--- src/rtl/ecn_fraction_alpha_estimator_unit_assert.svh ---
// Assertion macros shared by the ECN alpha estimator RTL.
// Depends on nothing; included by the modules that carry assertions.
`ifndef ECN_FRACTION_ALPHA_ESTIMATOR_UNIT_ASSERT_SVH
`define ECN_FRACTION_ALPHA_ESTIMATOR_UNIT_ASSERT_SVH

// Same-cycle implication, checked out of reset
`define ECNFA_ASSERT_NOW(lbl, ck, rn, ante, cons, msg) \
	lbl: assert property (@(posedge ck) disable iff (!rn) (ante) |-> (cons)) else $error(msg);

// Next-cycle implication, checked out of reset
`define ECNFA_ASSERT_NEXT(lbl, ck, rn, ante, cons, msg) \
	lbl: assert property (@(posedge ck) disable iff (!rn) (ante) |=> (cons)) else $error(msg);

`endif

--- src/rtl/ecnfa_pkg.sv ---
// Shared types and constants of the ECN alpha estimator.
// No dependencies; used by every RTL module of the block.
package ecnfa_pkg;

	localparam int SEQ_W   = 32;
	localparam int WIN_W   = 20;
	localparam int ALPHA_W = 48;
	localparam int GAIN_W  = 4;
	localparam int OP_W    = 3;
	localparam int DIV_W   = 64;
	localparam int CNT_W   = 7;

	// Operation codes
	localparam logic [OP_W-1:0] OP_START = 3'd0;
	localparam logic [OP_W-1:0] OP_ACK   = 3'd1;
	localparam logic [OP_W-1:0] OP_ECN   = 3'd2;
	localparam logic [OP_W-1:0] OP_LOSS  = 3'd3;
	localparam logic [OP_W-1:0] OP_UNDO  = 3'd4;

	// Register map
	localparam logic REG_GAIN = 1'b0;
	localparam logic [GAIN_W-1:0] GAIN_RESET = 4'd4;

	localparam int FRAC_BITS = 31;
	localparam logic [WIN_W-1:0] MIN_WINDOW = 20'd2;
	localparam logic [CNT_W-1:0] DIV_SHORT_STEPS = 7'd32;
	localparam logic [CNT_W-1:0] DIV_LONG_STEPS  = 7'd64;

	typedef struct packed {
		logic [OP_W-1:0]  operation;
		logic [SEQ_W-1:0] ack_seq;
		logic [SEQ_W-1:0] send_next;
		logic [SEQ_W-1:0] delivered_count;
		logic [SEQ_W-1:0] ce_count;
		logic [WIN_W-1:0] window_in;
	} in_req_t;

	typedef struct packed {
		logic [WIN_W-1:0]   window_out;
		logic [ALPHA_W-1:0] alpha_out;
		logic               round_ended;
	} out_rsp_t;

	// Controller to datapath
	typedef struct packed {
		logic capture;
		logic exec;
		logic shift;
		logic div_go;
		logic div_long;
		logic mul;
		logic acc;
		logic upd;
		logic red;
		logic load_out;
	} dp_cmd_t;

	// Datapath to controller
	typedef struct packed {
		logic [OP_W-1:0] op;
		logic            mark_go;
		logic            round_hit;
		logic            marked_nz;
		logic            div_busy;
	} dp_sts_t;

endpackage

--- src/rtl/ecn_fraction_alpha_estimator_unit.sv ---
// Top level of the ECN alpha estimator: APB register, controller and datapath.
// Depends on ecnfa_pkg, ecnfa_ctrl, ecnfa_dp (and ecnfa_div below it).
//
//   channel | ports                          | payload
//   --------+--------------------------------+---------------------
//   in      | in_valid / in_stall            | in_data  (in_req_t)
//   out     | out_valid / out_stall          | out_data (out_rsp_t)
//   cfg     | psel penable pwrite paddr ...  | gain_shift at 0x0
//
// Start, loss, undo and unused codes go from execute to finish; ECN reduction
// adds a multiply and a reduce state. An ack may run the bit-serial divider:
// 32 steps for the bytes-per-packet quotient, 64 for the marked fraction.
// A new request is accepted once the previous result sits in the output
// register; a stalled output holds the controller in its final state.
// Reset asynchronously clears the control and connection state; gain_shift resets to 4.
module ecn_fraction_alpha_estimator_unit (
	input  logic                clk,
	input  logic                arst_n,
	input  logic                in_valid,
	output logic                in_stall,
	input  ecnfa_pkg::in_req_t  in_data,
	output logic                out_valid,
	input  logic                out_stall,
	output ecnfa_pkg::out_rsp_t out_data,
	input  logic                psel,
	input  logic                penable,
	input  logic                pwrite,
	input  logic [2:0]          paddr,
	input  logic [31:0]         pwdata,
	output logic [31:0]         prdata,
	output logic                pready
);

	logic [ecnfa_pkg::GAIN_W-1:0] gain_q;
	logic                         reg_hit;
	ecnfa_pkg::dp_cmd_t           cmd;
	ecnfa_pkg::dp_sts_t           sts;

	// Configuration register
	assign pready  = 1'b1;
	assign reg_hit = (paddr[2] == ecnfa_pkg::REG_GAIN);

	always_ff @(posedge clk or negedge arst_n) begin
		if (!arst_n) begin
			gain_q <= ecnfa_pkg::GAIN_RESET;
		end else if (psel && penable && pwrite && pready && reg_hit) begin
			gain_q <= pwdata[ecnfa_pkg::GAIN_W-1:0];
		end
	end

	assign prdata = reg_hit ? {{(32-ecnfa_pkg::GAIN_W){1'b0}}, gain_q} : 32'd0;

	ecnfa_ctrl u_ctrl (
		.clk       (clk),
		.arst_n    (arst_n),
		.in_valid  (in_valid),
		.in_stall  (in_stall),
		.out_valid (out_valid),
		.out_stall (out_stall),
		.sts       (sts),
		.cmd       (cmd)
	);

	ecnfa_dp u_dp (
		.clk        (clk),
		.arst_n     (arst_n),
		.gain_shift (gain_q),
		.in_data    (in_data),
		.cmd        (cmd),
		.sts        (sts),
		.out_data   (out_data)
	);

endmodule

--- src/rtl/ecnfa_div.sv ---
// Restoring unsigned divider, one quotient bit per cycle (64 or 32 steps).
// Depends on ecnfa_pkg.
module ecnfa_div (
	input  logic                        clk,
	input  logic                        arst_n,
	input  logic                        start,
	input  logic                        long_mode,
	input  logic [ecnfa_pkg::DIV_W-1:0] dividend,
	input  logic [ecnfa_pkg::SEQ_W-1:0] divisor,
	output logic                        busy,
	output logic [ecnfa_pkg::DIV_W-1:0] quotient
);

	logic [ecnfa_pkg::CNT_W-1:0] cnt_q;
	logic                        busy_q;
	logic [ecnfa_pkg::SEQ_W-1:0] rem_q;
	logic [ecnfa_pkg::SEQ_W-1:0] dsr_q;
	logic [ecnfa_pkg::DIV_W-1:0] dq_q;

	logic [ecnfa_pkg::SEQ_W:0] trial;
	logic [ecnfa_pkg::SEQ_W:0] diff;
	logic                      ge;

	// One trial subtraction per step
	always_comb begin
		trial = {rem_q, dq_q[ecnfa_pkg::DIV_W-1]};
		diff  = trial - {1'b0, dsr_q};
		ge    = (trial >= {1'b0, dsr_q});
	end

	// Step counter
	always_ff @(posedge clk or negedge arst_n) begin
		if (!arst_n) begin
			busy_q <= 1'b0;
			cnt_q  <= '0;
		end else if (start) begin
			busy_q <= 1'b1;
			cnt_q  <= long_mode ? ecnfa_pkg::DIV_LONG_STEPS : ecnfa_pkg::DIV_SHORT_STEPS;
		end else if (busy_q) begin
			cnt_q <= cnt_q - 1'b1;
			if (cnt_q == 7'd1) begin
				busy_q <= 1'b0;
			end
		end
	end

	// Remainder and shifting dividend/quotient word
	always_ff @(posedge clk) begin
		if (start) begin
			rem_q <= '0;
			dsr_q <= divisor;
			dq_q  <= dividend;
		end else if (busy_q) begin
			rem_q <= ge ? diff[ecnfa_pkg::SEQ_W-1:0] : trial[ecnfa_pkg::SEQ_W-1:0];
			dq_q  <= {dq_q[ecnfa_pkg::DIV_W-2:0], ge};
		end
	end

	assign busy     = busy_q;
	assign quotient = dq_q;

endmodule

--- src/rtl/ecnfa_dp.sv ---
// Datapath: connection state, shared multiplier, divider and result register.
// Depends on ecnfa_pkg and ecnfa_div.
module ecnfa_dp (
	input  logic                         clk,
	input  logic                         arst_n,
	input  logic [ecnfa_pkg::GAIN_W-1:0] gain_shift,
	input  ecnfa_pkg::in_req_t           in_data,
	input  ecnfa_pkg::dp_cmd_t           cmd,
	output ecnfa_pkg::dp_sts_t           sts,
	output ecnfa_pkg::out_rsp_t          out_data
);

	// Captured request
	logic [ecnfa_pkg::OP_W-1:0]  op_q;
	logic [ecnfa_pkg::SEQ_W-1:0] una_q;
	logic [ecnfa_pkg::SEQ_W-1:0] nxt_q;
	logic [ecnfa_pkg::SEQ_W-1:0] dlv_q;
	logic [ecnfa_pkg::SEQ_W-1:0] ce_q;
	logic [ecnfa_pkg::WIN_W-1:0] win_q;

	// Connection state
	logic [ecnfa_pkg::SEQ_W-1:0]   prior_ack_q;
	logic [ecnfa_pkg::SEQ_W-1:0]   base_dlv_q;
	logic [ecnfa_pkg::SEQ_W-1:0]   base_ce_q;
	logic [ecnfa_pkg::SEQ_W-1:0]   marked_q;
	logic [ecnfa_pkg::SEQ_W-1:0]   acked_total_q;
	logic [ecnfa_pkg::SEQ_W-1:0]   round_end_q;
	logic [ecnfa_pkg::ALPHA_W-1:0] alpha_q;
	logic [ecnfa_pkg::WIN_W-1:0]   loss_win_q;

	// Work registers
	logic [ecnfa_pkg::ALPHA_W-1:0] shr_q;
	logic [ecnfa_pkg::DIV_W-1:0]   prod_q;
	logic [ecnfa_pkg::WIN_W-1:0]   wout_q;
	logic                          ended_q;
	ecnfa_pkg::out_rsp_t           out_q;

	logic [ecnfa_pkg::SEQ_W-1:0] acked;
	logic [ecnfa_pkg::SEQ_W-1:0] d_pk;
	logic [ecnfa_pkg::SEQ_W-1:0] d_ce;
	logic [ecnfa_pkg::SEQ_W-1:0] una_rel;
	logic                        mark_go;

	logic [ecnfa_pkg::DIV_W-1:0] div_dividend;
	logic [ecnfa_pkg::SEQ_W-1:0] div_divisor;
	logic [ecnfa_pkg::DIV_W-1:0] quot;
	logic                        div_busy;

	logic [ecnfa_pkg::SEQ_W-1:0] mul_a;
	logic [ecnfa_pkg::SEQ_W-1:0] mul_b;
	logic [ecnfa_pkg::DIV_W-1:0] prod_c;

	logic [ecnfa_pkg::WIN_W-1:0] half_win;
	logic [ecnfa_pkg::WIN_W-1:0] loss_wout;
	logic [ecnfa_pkg::WIN_W-1:0] undo_wout;

	logic [52:0]                 red_sum;
	logic [ecnfa_pkg::WIN_W:0]   red;
	logic [ecnfa_pkg::WIN_W:0]   red_diff;
	logic                        red_floor;
	logic [ecnfa_pkg::WIN_W-1:0] ecn_wout;

	logic [ecnfa_pkg::ALPHA_W-1:0] decay;
	logic [ecnfa_pkg::DIV_W-1:0]   frac;
	logic [ecnfa_pkg::DIV_W:0]     alpha_sum;
	logic [ecnfa_pkg::ALPHA_W-1:0] alpha_next;

	// Per-ack deltas and round-end test
	always_comb begin
		acked   = una_q - prior_ack_q;
		d_pk    = dlv_q - base_dlv_q;
		d_ce    = ce_q - base_ce_q;
		una_rel = una_q - round_end_q;
		mark_go = (acked != '0) && (d_pk != '0) && (d_ce != '0);
	end

	// Divider operands: acked / d_pk, or (marked << 31) / max(1, total)
	always_comb begin
		if (cmd.div_long) begin
			div_dividend = {1'b0, marked_q, {ecnfa_pkg::FRAC_BITS{1'b0}}};
			div_divisor  = (acked_total_q == '0) ? 32'd1 : acked_total_q;
		end else begin
			div_dividend = {acked, {ecnfa_pkg::SEQ_W{1'b0}}};
			div_divisor  = d_pk;
		end
	end

	ecnfa_div u_div (
		.clk       (clk),
		.arst_n    (arst_n),
		.start     (cmd.div_go),
		.long_mode (cmd.div_long),
		.dividend  (div_dividend),
		.divisor   (div_divisor),
		.busy      (div_busy),
		.quotient  (quot)
	);

	// Shared multiplier: CE delta times per-packet bytes, or alpha >> gain_shift times window
	always_comb begin
		if (op_q == ecnfa_pkg::OP_ECN) begin
			mul_a = shr_q[ecnfa_pkg::SEQ_W-1:0];
			mul_b = {{(ecnfa_pkg::SEQ_W-ecnfa_pkg::WIN_W){1'b0}}, win_q};
		end else begin
			mul_a = d_ce;
			mul_b = quot[ecnfa_pkg::SEQ_W-1:0];
		end
		prod_c = mul_a * mul_b;
	end

	// Loss threshold and undo window
	always_comb begin
		half_win  = win_q >> 1;
		loss_wout = (half_win < ecnfa_pkg::MIN_WINDOW) ? ecnfa_pkg::MIN_WINDOW : half_win;
		undo_wout = (win_q > loss_win_q) ? win_q : loss_win_q;
	end

	// ECN window reduction, rounded, floored at the minimum window
	always_comb begin
		red_sum   = {1'b0, prod_q[51:0]} + (53'd1 << ecnfa_pkg::FRAC_BITS);
		red       = red_sum[52:32];
		red_diff  = {1'b0, win_q} - red;
		red_floor = (shr_q[ecnfa_pkg::ALPHA_W-1:ecnfa_pkg::SEQ_W] != '0)
			|| (red >= {1'b0, win_q})
			|| (red_diff < {1'b0, ecnfa_pkg::MIN_WINDOW});
		ecn_wout  = red_floor ? ecnfa_pkg::MIN_WINDOW : red_diff[ecnfa_pkg::WIN_W-1:0];
	end

	// EWMA update with saturation
	always_comb begin
		decay      = alpha_q - shr_q;
		frac       = (marked_q != '0) ? quot : '0;
		alpha_sum  = {{(ecnfa_pkg::DIV_W-ecnfa_pkg::ALPHA_W+1){1'b0}}, decay} + {1'b0, frac};
		alpha_next = (alpha_sum[ecnfa_pkg::DIV_W:ecnfa_pkg::ALPHA_W] != '0)
			? {ecnfa_pkg::ALPHA_W{1'b1}} : alpha_sum[ecnfa_pkg::ALPHA_W-1:0];
	end

	// Request capture
	always_ff @(posedge clk) begin
		if (cmd.capture) begin
			op_q  <= in_data.operation;
			una_q <= in_data.ack_seq;
			nxt_q <= in_data.send_next;
			dlv_q <= in_data.delivered_count;
			ce_q  <= in_data.ce_count;
			win_q <= in_data.window_in;
		end
	end

	// Connection state updates
	always_ff @(posedge clk or negedge arst_n) begin
		if (!arst_n) begin
			prior_ack_q   <= '0;
			base_dlv_q    <= '0;
			base_ce_q     <= '0;
			marked_q      <= '0;
			acked_total_q <= '0;
			round_end_q   <= '0;
			alpha_q       <= '0;
			loss_win_q    <= '0;
		end else begin
			if (cmd.exec) begin
				case (op_q)
					ecnfa_pkg::OP_START: begin
						prior_ack_q   <= una_q;
						alpha_q       <= '0;
						loss_win_q    <= '0;
						round_end_q   <= nxt_q;
						marked_q      <= '0;
						acked_total_q <= '0;
						base_dlv_q    <= dlv_q;
						base_ce_q     <= ce_q;
					end
					ecnfa_pkg::OP_ECN, ecnfa_pkg::OP_LOSS: begin
						loss_win_q <= win_q;
					end
					default: begin
					end
				endcase
			end
			if (cmd.acc) begin
				if (acked != '0) begin
					marked_q      <= marked_q + (mark_go ? prod_q[ecnfa_pkg::SEQ_W-1:0] : '0);
					acked_total_q <= acked_total_q + acked;
					prior_ack_q   <= una_q;
				end
				base_dlv_q <= dlv_q;
				base_ce_q  <= ce_q;
			end
			if (cmd.upd) begin
				alpha_q       <= alpha_next;
				round_end_q   <= nxt_q;
				marked_q      <= '0;
				acked_total_q <= '0;
			end
		end
	end

	// Work registers and window result
	always_ff @(posedge clk) begin
		if (cmd.shift) begin
			shr_q <= alpha_q >> gain_shift;
		end
		if (cmd.mul) begin
			prod_q <= prod_c;
		end
		if (cmd.capture) begin
			ended_q <= 1'b0;
		end else if (cmd.upd) begin
			ended_q <= 1'b1;
		end
		if (cmd.exec) begin
			case (op_q)
				ecnfa_pkg::OP_LOSS: wout_q <= loss_wout;
				ecnfa_pkg::OP_UNDO: wout_q <= undo_wout;
				default:            wout_q <= win_q;
			endcase
		end else if (cmd.red) begin
			wout_q <= ecn_wout;
		end
	end

	// Result register
	always_ff @(posedge clk) begin
		if (cmd.load_out) begin
			out_q.window_out  <= wout_q;
			out_q.alpha_out   <= alpha_q;
			out_q.round_ended <= ended_q;
		end
	end

	assign out_data = out_q;

	always_comb begin
		sts.op        = op_q;
		sts.mark_go   = mark_go;
		sts.round_hit = ~una_rel[ecnfa_pkg::SEQ_W-1];
		sts.marked_nz = (marked_q != '0);
		sts.div_busy  = div_busy;
	end

endmodule

--- src/rtl/ecnfa_ctrl.sv ---
// Controller: sequences one request through the datapath and owns the handshakes.
// Depends on ecnfa_pkg and the assertion macro header.
`include "ecn_fraction_alpha_estimator_unit_assert.svh"

module ecnfa_ctrl (
	input  logic               clk,
	input  logic               arst_n,
	input  logic               in_valid,
	output logic               in_stall,
	output logic               out_valid,
	input  logic               out_stall,
	input  ecnfa_pkg::dp_sts_t sts,
	output ecnfa_pkg::dp_cmd_t cmd
);

	localparam logic [3:0] S_IDLE    = 4'd0;
	localparam logic [3:0] S_EXEC    = 4'd1;
	localparam logic [3:0] S_DIV_A   = 4'd2;
	localparam logic [3:0] S_MUL     = 4'd3;
	localparam logic [3:0] S_ACC     = 4'd4;
	localparam logic [3:0] S_CLOSE   = 4'd5;
	localparam logic [3:0] S_DIV_B   = 4'd6;
	localparam logic [3:0] S_UPD     = 4'd7;
	localparam logic [3:0] S_ECN_MUL = 4'd8;
	localparam logic [3:0] S_ECN_RED = 4'd9;
	localparam logic [3:0] S_FINISH  = 4'd10;

	logic [3:0] state_q;
	logic [3:0] state_d;
	logic       out_valid_q;
	logic       out_free;

	assign out_free = !out_valid_q || !out_stall;
	assign in_stall = (state_q != S_IDLE);

	// Next state and datapath commands
	always_comb begin
		state_d = state_q;
		cmd     = '0;
		case (state_q)
			S_IDLE: begin
				if (in_valid) begin
					cmd.capture = 1'b1;
					state_d     = S_EXEC;
				end
			end
			S_EXEC: begin
				cmd.exec = 1'b1;
				case (sts.op)
					ecnfa_pkg::OP_ACK: begin
						if (sts.mark_go) begin
							cmd.div_go = 1'b1;
							state_d    = S_DIV_A;
						end else begin
							state_d = S_ACC;
						end
					end
					ecnfa_pkg::OP_ECN: begin
						cmd.shift = 1'b1;
						state_d   = S_ECN_MUL;
					end
					default: state_d = S_FINISH;
				endcase
			end
			S_DIV_A: begin
				if (!sts.div_busy) begin
					state_d = S_MUL;
				end
			end
			S_MUL: begin
				cmd.mul = 1'b1;
				state_d = S_ACC;
			end
			S_ACC: begin
				cmd.acc = 1'b1;
				state_d = sts.round_hit ? S_CLOSE : S_FINISH;
			end
			S_CLOSE: begin
				cmd.shift = 1'b1;
				if (sts.marked_nz) begin
					cmd.div_go   = 1'b1;
					cmd.div_long = 1'b1;
					state_d      = S_DIV_B;
				end else begin
					state_d = S_UPD;
				end
			end
			S_DIV_B: begin
				if (!sts.div_busy) begin
					state_d = S_UPD;
				end
			end
			S_UPD: begin
				cmd.upd = 1'b1;
				state_d = S_FINISH;
			end
			S_ECN_MUL: begin
				cmd.mul = 1'b1;
				state_d = S_ECN_RED;
			end
			S_ECN_RED: begin
				cmd.red = 1'b1;
				state_d = S_FINISH;
			end
			S_FINISH: begin
				if (out_free) begin
					cmd.load_out = 1'b1;
					state_d      = S_IDLE;
				end
			end
			default: state_d = S_IDLE;
		endcase
	end

	// State and output valid
	always_ff @(posedge clk or negedge arst_n) begin
		if (!arst_n) begin
			state_q     <= S_IDLE;
			out_valid_q <= 1'b0;
		end else begin
			state_q <= state_d;
			if (cmd.load_out) begin
				out_valid_q <= 1'b1;
			end else if (!out_stall) begin
				out_valid_q <= 1'b0;
			end
		end
	end

	assign out_valid = out_valid_q;

	`ECNFA_ASSERT_NEXT(a_accept_to_exec, clk, arst_n, in_valid && !in_stall, state_q == S_EXEC, "accepted request did not enter execution")
	`ECNFA_ASSERT_NOW(a_div_idle_start, clk, arst_n, cmd.div_go, !sts.div_busy, "divider restarted while busy")
	`ECNFA_ASSERT_NOW(a_load_slot_free, clk, arst_n, cmd.load_out, !out_valid_q || !out_stall, "result overwrote an untaken result")
	`ECNFA_ASSERT_NOW(a_upd_on_round_end, clk, arst_n, cmd.upd, (sts.op == ecnfa_pkg::OP_ACK) && sts.round_hit, "alpha updated outside a round end")

endmodule
--- config.mk ---
export PLATFORM = sky130hd
export DESIGN_NAME = ecn_fraction_alpha_estimator_unit
export DESIGN_NICKNAME = d
export VERILOG_FILES = /design/src/rtl/ecnfa_pkg.sv /design/src/rtl/ecn_fraction_alpha_estimator_unit.sv /design/src/rtl/ecnfa_div.sv /design/src/rtl/ecnfa_dp.sv /design/src/rtl/ecnfa_ctrl.sv
export VERILOG_INCLUDE_DIRS = /design/src /design/src/rtl
export SDC_FILE = /design/constraint.sdc
export NUM_CORES = 2
export LEC_CHECK = 0
export BUFFER_PORTS_ARGS = -buffer_cell sky130_fd_sc_hd__buf_4
export CAP_MARGIN = 10
export CORE_MARGIN = 1
export CORE_UTILIZATION = 45
export CTS_CLUSTER_DIAMETER = 200
export DETAILED_ROUTE_END_ITERATION = 12
export GPL_ROUTABILITY_DRIVEN = 0
export PLACE_DENSITY = 0.62
export SETUP_SLACK_MARGIN = 0.02
export SYNTH_ARGS = -nofsm -noshare
export SYNTH_HDL_FRONTEND = slang
export SYNTH_HIERARCHICAL = 1
export SYNTH_SLANG_ARGS = --single-unit
--- constraint.sdc ---
create_clock -name clk -period 13.4 [get_ports clk]
set_input_delay 0.67 -clock clk [delete_from_list [all_inputs] [get_ports clk]]
set_output_delay 0.67 -clock clk [all_outputs]
set_load 0.02 [all_outputs]
Word-level counts from Yosys, hierarchy flattened
Index checks and enable logic that the tools add are counted.
{ "word_totals": {"ff_bits": 746, "out_inout_bits": 104, "inputBits": 193, "word_cells": 180} }
{ "op_classes": {"n_addsub": 12, "eq_ne": 20, "reduce_logical": 34, "bitwise_logic": 1, "n_mul": 1, "magnitude_cmp": 5, "mux": 77, "shift": 1} }
{ "op_table": {"columns": ["cell", "n"], "rows": [
  ["two-way mux 32 bit", 29],
  ["two-way mux 64 bit", 4],
  ["two-way mux 48 bit", 4],
  ["subtractor 32 bit", 5],
  ["nonzero test 32 bit", 4],
  ["two-way mux 20 bit", 4],
  ["case mux 20 bit (2 select lines)", 2],
  ["adder 48 x 64 -> 65 bit", 1],
  ["adder 32 bit", 2],
  ["adder 52 x 32 -> 53 bit, second input constant", 1],
  ["multiplier 32 x 32 -> 52 bit", 1],
  ["right shift 48 x 4 -> 48 bit", 1],
  ["subtractor 48 bit", 1],
  ["case mux 4 bit (10 select lines)", 1],
  [">= comparator 33 x 32 -> 1 bit", 1],
  ["zero test 32 bit", 1],
  ["two-way mux 4 bit", 6],
  [">= comparator 21 x 20 -> 1 bit", 1],
  ["less-than comparator 21 x 2 -> 1 bit, second input constant", 1],
  ["two-way mux 7 bit", 3],
  ["subtractor 20 x 21 -> 21 bit", 1],
  ["greater-than comparator 20 bit", 1],
  ["less-than comparator 19 x 2 -> 1 bit, second input constant", 1],
  ["two-way mux 1 bit", 19],
  ["other kinds (29)", 56]
]} }

Depth between registers and ports, before layout
{ "logic_depth": {"depth_word": 9, "mapped_depth": 44, "depth_no_buf": 43} }

Hierarchy
Netlist, hierarchy kept.
{ "modules_own_cells": {"columns": ["module", "seq_area_each_um2", "cells_per_inst", "area_per_inst_um2", "n_inst"], "rows": [
  ["ecnfa_dp", 16736.1, 7774, 71650.0, 1],
  ["ecnfa_div", 3723.6, 635, 7168.1, 1],
  ["ecnfa_ctrl", 125.1, 66, 505.5, 1],
  ["ecn_fraction_alpha_estimator_unit", 101.3, 44, 430.4, 1]
]} }

Worst setup path after synthesis
Ideal clock, no wire load.
{ "synth_path": {"path_kind": "flip-flop to flip-flop", "from": "reg u_dp/base_ce_q[0] in the netlist's numbering", "to": "reg u_dp/prod_q[51] in the netlist's numbering (data pin)", "t_required_ps": 13141, "path_stages_with_launch": 40, "path_slack_ps": 3621, "period_less_slack_ps": 9779, "n_path_buf": 1, "setup_ps": 259, "arrival_time_ps": 9520, "path_cell_list": "dfrtp_1 > ha_1 > fa_1 > nor2b_1 > o21ai_0 > a21oi_1 > o211ai_1 > o21ba_2 > o311ai_0 > a21oi_1 > or2_2 > nor2_1 > a21oi_1 > clkbuf_1 > nor2_1 > fa_1 > fa_1 > inv_1 > (+4 left out) > fa_1 > fa_1 > inv_1 > fa_1 > inv_1 > ha_1 > nand4_1 > nor3_1 > nand3_1 > nor3_1 > a311oi_1 > and4_1 > nor3_1 > nor2_1 > a31oi_1 > a211oi_1 > a21oi_1 > xnor2_1"} }
{ "synth_between": {"elab_chain_len": 3} }
{ "synth_lines": {"columns": ["item", "line_no", "source"], "rows": [
  ["start, declared", "ecnfa_dp.sv:24", "logic [ecnfa_pkg::SEQ_W-1:0] base_ce_q;"],
  ["start signal, assigned", "ecnfa_dp.sv:172", "base_ce_q <= ce_q;"],
  ["start signal, assigned", "ecnfa_dp.sv:188", "base_ce_q <= ce_q;"],
  ["subtractor 32 bit", "ecnfa_dp.sv:72", "d_ce = ce_q - base_ce_q;"],
  ["two-way mux 32 bit", "ecnfa_dp.sv:101", "if (op_q == ecnfa_pkg::OP_ECN) begin"],
  ["multiplier 32 x 32 -> 52 bit", "ecnfa_dp.sv:108", "prod_c = mul_a * mul_b;"],
  ["net u_dp.prod_c, one bit", "ecnfa_dp.sv:51", "logic [ecnfa_pkg::DIV_W-1:0] prod_c;"],
  ["end signal, assigned", "ecnfa_dp.sv:205", "prod_q <= prod_c;"],
  ["end, declared", "ecnfa_dp.sv:33", "logic [ecnfa_pkg::DIV_W-1:0] prod_q;"]
]} }
The timed path passes the listed nets, and every way through them passes these cells.
A chain may end at the register's enable or synchronous reset.

Worst setup path after layout
{ "layout_path": {"from": "reg u_dp/ce_q[0] in the netlist's numbering", "to": "reg u_dp/prod_q[51] in the netlist's numbering (data pin)"} }
{ "layout_between": {"elab_chain_len": 3} }
{ "layout_lines": {"columns": ["item", "line_no", "source"], "rows": [
  ["start, declared", "ecnfa_dp.sv:18", "logic [ecnfa_pkg::SEQ_W-1:0] ce_q;"],
  ["start signal, assigned", "ecnfa_dp.sv:145", "ce_q <= in_data.ce_count;"],
  ["subtractor 32 bit", "ecnfa_dp.sv:72", null],
  ["two-way mux 32 bit", "ecnfa_dp.sv:101", null],
  ["multiplier 32 x 32 -> 52 bit", "ecnfa_dp.sv:108", null],
  ["net u_dp.prod_c, one bit", "ecnfa_dp.sv:51", null]
]} }
The timed path passes the listed nets, and every way through them passes these cells.

==> impl_metrics.py <==
metrics = {
    "run_status": {
        "status": "finished, violations left",
        "violations": "DRC, hold timing",
    },
    "cts": {
        "ctsHtreeMaxLevel": 3,
        "cts_max_path_buffers": 3,
        "cts_tree": "yes",
        "clk_pin_slew_worst_paths_ns": 0.06,
        "post-cts-setup-buffers": 0,
        "insertion_delay_ns": 0.74,
        "root_buffer": "clkbuf_16",
        "cts_sinks": 746,
        "cts-buffers-inserted": 87,
    },
    "logic_synthesis": {
        "ys_seq_area_share_pct": 25.9,
        "yosys.area.top_type_share_pct": 21.1,
        "syn_inst": 8519,
        "yosys.cell_count.top_type": "inv_1",
        "ys_ff_latch": 746,
        "syn_avg_cell_area_um2": 9.36,
        "ys_warn_count": 6,
        "netlist_area_um2": 79800,
        "async_flop_share_pct": 37.1,
        "netlist-cell-type-count": 116,
        "ys.flop_type": "edfxtp_1",
        "synth_top_cells_by_area": "fa_1, edfxtp_1, dfrtp_1, ha_1, inv_1",
        "synth_edf_count": 436,
        "synth_common_cells": "inv_1, nand2_1, fa_1",
        "synth.largest_area_cell": "fa_1",
    },
    "sta": {
        "rsz0062_at_grt": "no",
        "fin_tns_setup_ns": 0,
        "hold_violations": 3,
        "max_freq_ghz": 0.0788,
        "timing.final.crit_share_pct": 94.7,
        "holdWs_ns": -0.0246,
        "skew_ns": 0.0383,
        "worstMarginPinSlew_ns": 1.21,
        "finalCriticalPeriod_ns": 12.69,
        "maxSlewHeadroom_pct": 19.1,
        "setup_viol": 0,
        "slew_violations": 0,
    },
    "final_layout": {
        "stdcell_area_um2": 87400,
        "final_layout_size_suffix_gt1_share_pct": 9.79,
        "syn_to_final_growth_pct": 9.65,
        "finalNonFillerCells": 11100,
        "fillerInstances": 16400,
        "fin_nets": 10200,
    },
    "floorplanning": {
        "die_x_um": 423,
        "die_h_um": 423,
        "rows": 154,
        "dieArea_um2": 179000,
        "initial_core_util_pct": 45.3,
        "ios": 297,
        "coreArea_um2": 176000,
    },
    "route": {
        "drt_iter0_drc": 6562,
        "via_per_inst": 5.78,
        "wirelength_um": 254000,
        "drc": 2,
        "antenna_left": 0,
        "vias": 64100,
        "wl_per_cell_um": 22.9,
        "drtPass1Iterations": 10,
    },
    "place": {
        "port-buffer-count": 237,
        "placed_cells_incl_taps": 10900,
        "place_area_um2": 84300,
        "dp.final_hpwl_um": 199000,
    },
    "worst_setup_path": {
        "r2r_start": "u_dp/ce_q[0]$_DFFE_PP_",
        "cp_common_cell": "fa_1",
        "cp_max_fo": 8,
        "reg2reg_depth": 41,
        "critPathKind": "reg2reg",
        "start_kind": "flop",
        "end_kind": "flop",
        "required_ns": 13.84,
        "arrival_ns": 13.13,
        "critPathMaxStageDelay_ns": 0.75,
        "r2r_slack_ns": 0.71,
        "crit_slowest_cell": "a21oi_1",
        "r2r-end": "u_dp/prod_q[51]$_DFFE_PP_",
    },
    "job": {
        "cap_violations": 0,
    },
    "global_routing": {
        "first_global_vias": 63800,
        "grtUsageTotal_pct": 28.3,
        "gr-total-overflow": 0,
        "antenna_found_initial": 9,
        "grt_max_degree": 112,
        "grt_pass1_wl_um": 386000,
    },
    "min_path": {
        "hp-class": "in2async",
    },
}
[cell usage in the layout, fill, tap and decap left out, drive strengths merged, types with 34 or more instances in the layout]
cell type,n
inv,1259
nand2,894
fa,842
nor2,620
ha,547
a21oi,516
edfxtp,436
buf,386
o21ai,280
dfrtp,276
a21o,253
mux2,209
xnor2,203
nand3,178
and2,157
xor2,136
and3,134
clkbuf,102
nor3,94
mux2i,84
a31oi,79
a211oi,71
nand4,67
o21a,62
conb,60
nor2b,58
nand2b,58
o21bai,54
nor4,51
a22o,46
mux4,38
clkinv,34
[worst max-delay path: cells and delay by family, from the launching register on]
kind	cells	cell delay, ns
XOR/XNOR	1	0.16
AND/OR/NAND/NOR	12	3.08
flip-flops	1	0.33
buffers and inverters	7	0.65
adder cells (fa/ha/maj)	11	5.02
AO/OA/AOI/OAI	10	3.15
[flip-flops by register name, indices dropped and copies added, names as in the netlist, 3 cells and up]
register             count
u_dp/wout_q             20
u_dp/alpha_q            48
u_dp/base_ce_q          32
u_dp/win_q              20
u_dp/out_data           69
u_ctrl/state_q           4
u_dp/base_dlv_q         32
u_dp/u_div/quotient     64
u_dp/acked_total_q      32
u_dp/prod_q             52
u_dp/dlv_q              32
gain_q                   4
u_dp/u_div/dsr_q        32
u_dp/u_div/rem_q        32
u_dp/shr_q              48
u_dp/marked_q           32
u_dp/ce_q               32
u_dp/op_q                3
u_dp/loss_win_q         20
u_dp/u_div/cnt_q         7
u_dp/nxt_q              32
u_dp/prior_ack_q        32
u_dp/round_end_q        32
u_dp/una_q              32
[cell families (layout without fill, tap and decap cells)]
| group | Yosys count | after routing | synth area share, % |
|---|---|---|---|
| flip-flops | 746 | 746 | 25.9 |
| AO/OA/AOI/OAI | 1621 | 1621 | 13.2 |
| XOR/XNOR | 341 | 341 | 3.78 |
| other | 3 | 62 | 0.0141 |
| adder cells (fa/ha/maj) | 1389 | 1389 | 29.7 |
| multiplexers | 331 | 331 | 5.08 |
| buffers and inverters | 1635 | 1799 | 7.94 |
| AND/OR/NAND/NOR | 2453 | 2453 | 14.4 |
[cell type report]
| class | count | area (um^2) | share of cell area [%] |
|---|---|---|---|
| diodes | 2 | 5.00 | 0.00572 |
| clock buffers | 102 | 2270 | 2.60 |
| clock inverters | 61 | 807 | 0.923 |
| inverters | 1250 | 4690 | 5.37 |
| multi-input cells | 6195 | 53100 | 60.7 |
| flip-flops and latches | 746 | 20700 | 23.7 |
| well taps | 2340 | 2930 | 3.35 |
| repair buffers | 386 | 2930 | 3.35 |
[through the flow]
step	hold slack (ns)	utilization, %	setup WS [ns]
2_1_floorplan	0.374	-	3.62
3_3_place_gp	0.402	47.9	1.03
3_5_place_dp	0.405	47.9	0.849
4_1_cts	0.0184	49.6	0.777
5_1_grt	0.0741	49.7	0.206
6_report	-0.0246	49.7	0.710
[timing repair]
item                       CTS  global route
setup endpoints to repair    0             1
resized for setup            0             1
hold buffers                 0             0
[per-layer routing]
layer	routed length, um	track usage, %	vias up
met5	14	0	-
li1	-	-	28800
met1	102000	37.6	31700
met4	13900	13.8	2
met2	111000	43.2	2987
met3	26700	6.91	550
[worst max-delay path by stage]
| stage | from | end | slack, ns |
|---|---|---|---|
| floorplan | u_dp/base_ce_q[0]$_DFFE_PN0P_ | u_dp/prod_q[51]$_DFFE_PP_ | 3.62 |
| CTS | u_dp/ce_q[0]$_DFFE_PP_ | u_dp/prod_q[51]$_DFFE_PP_ | 0.78 |
| global route | u_dp/ce_q[0]$_DFFE_PP_ | u_dp/prod_q[51]$_DFFE_PP_ | 0.21 |
| detailed placement | u_dp/ce_q[0]$_DFFE_PP_ | u_dp/prod_q[51]$_DFFE_PP_ | 0.85 |
| global placement | u_dp/ce_q[0]$_DFFE_PP_ | u_dp/prod_q[51]$_DFFE_PP_ | 1.03 |
| finish | u_dp/ce_q[0]$_DFFE_PP_ | u_dp/prod_q[51]$_DFFE_PP_ | 0.71 |
Power is left out: the tool's default activity adds up to more than one toggle a clock period on the data nets, which glitch-free logic cannot reach.
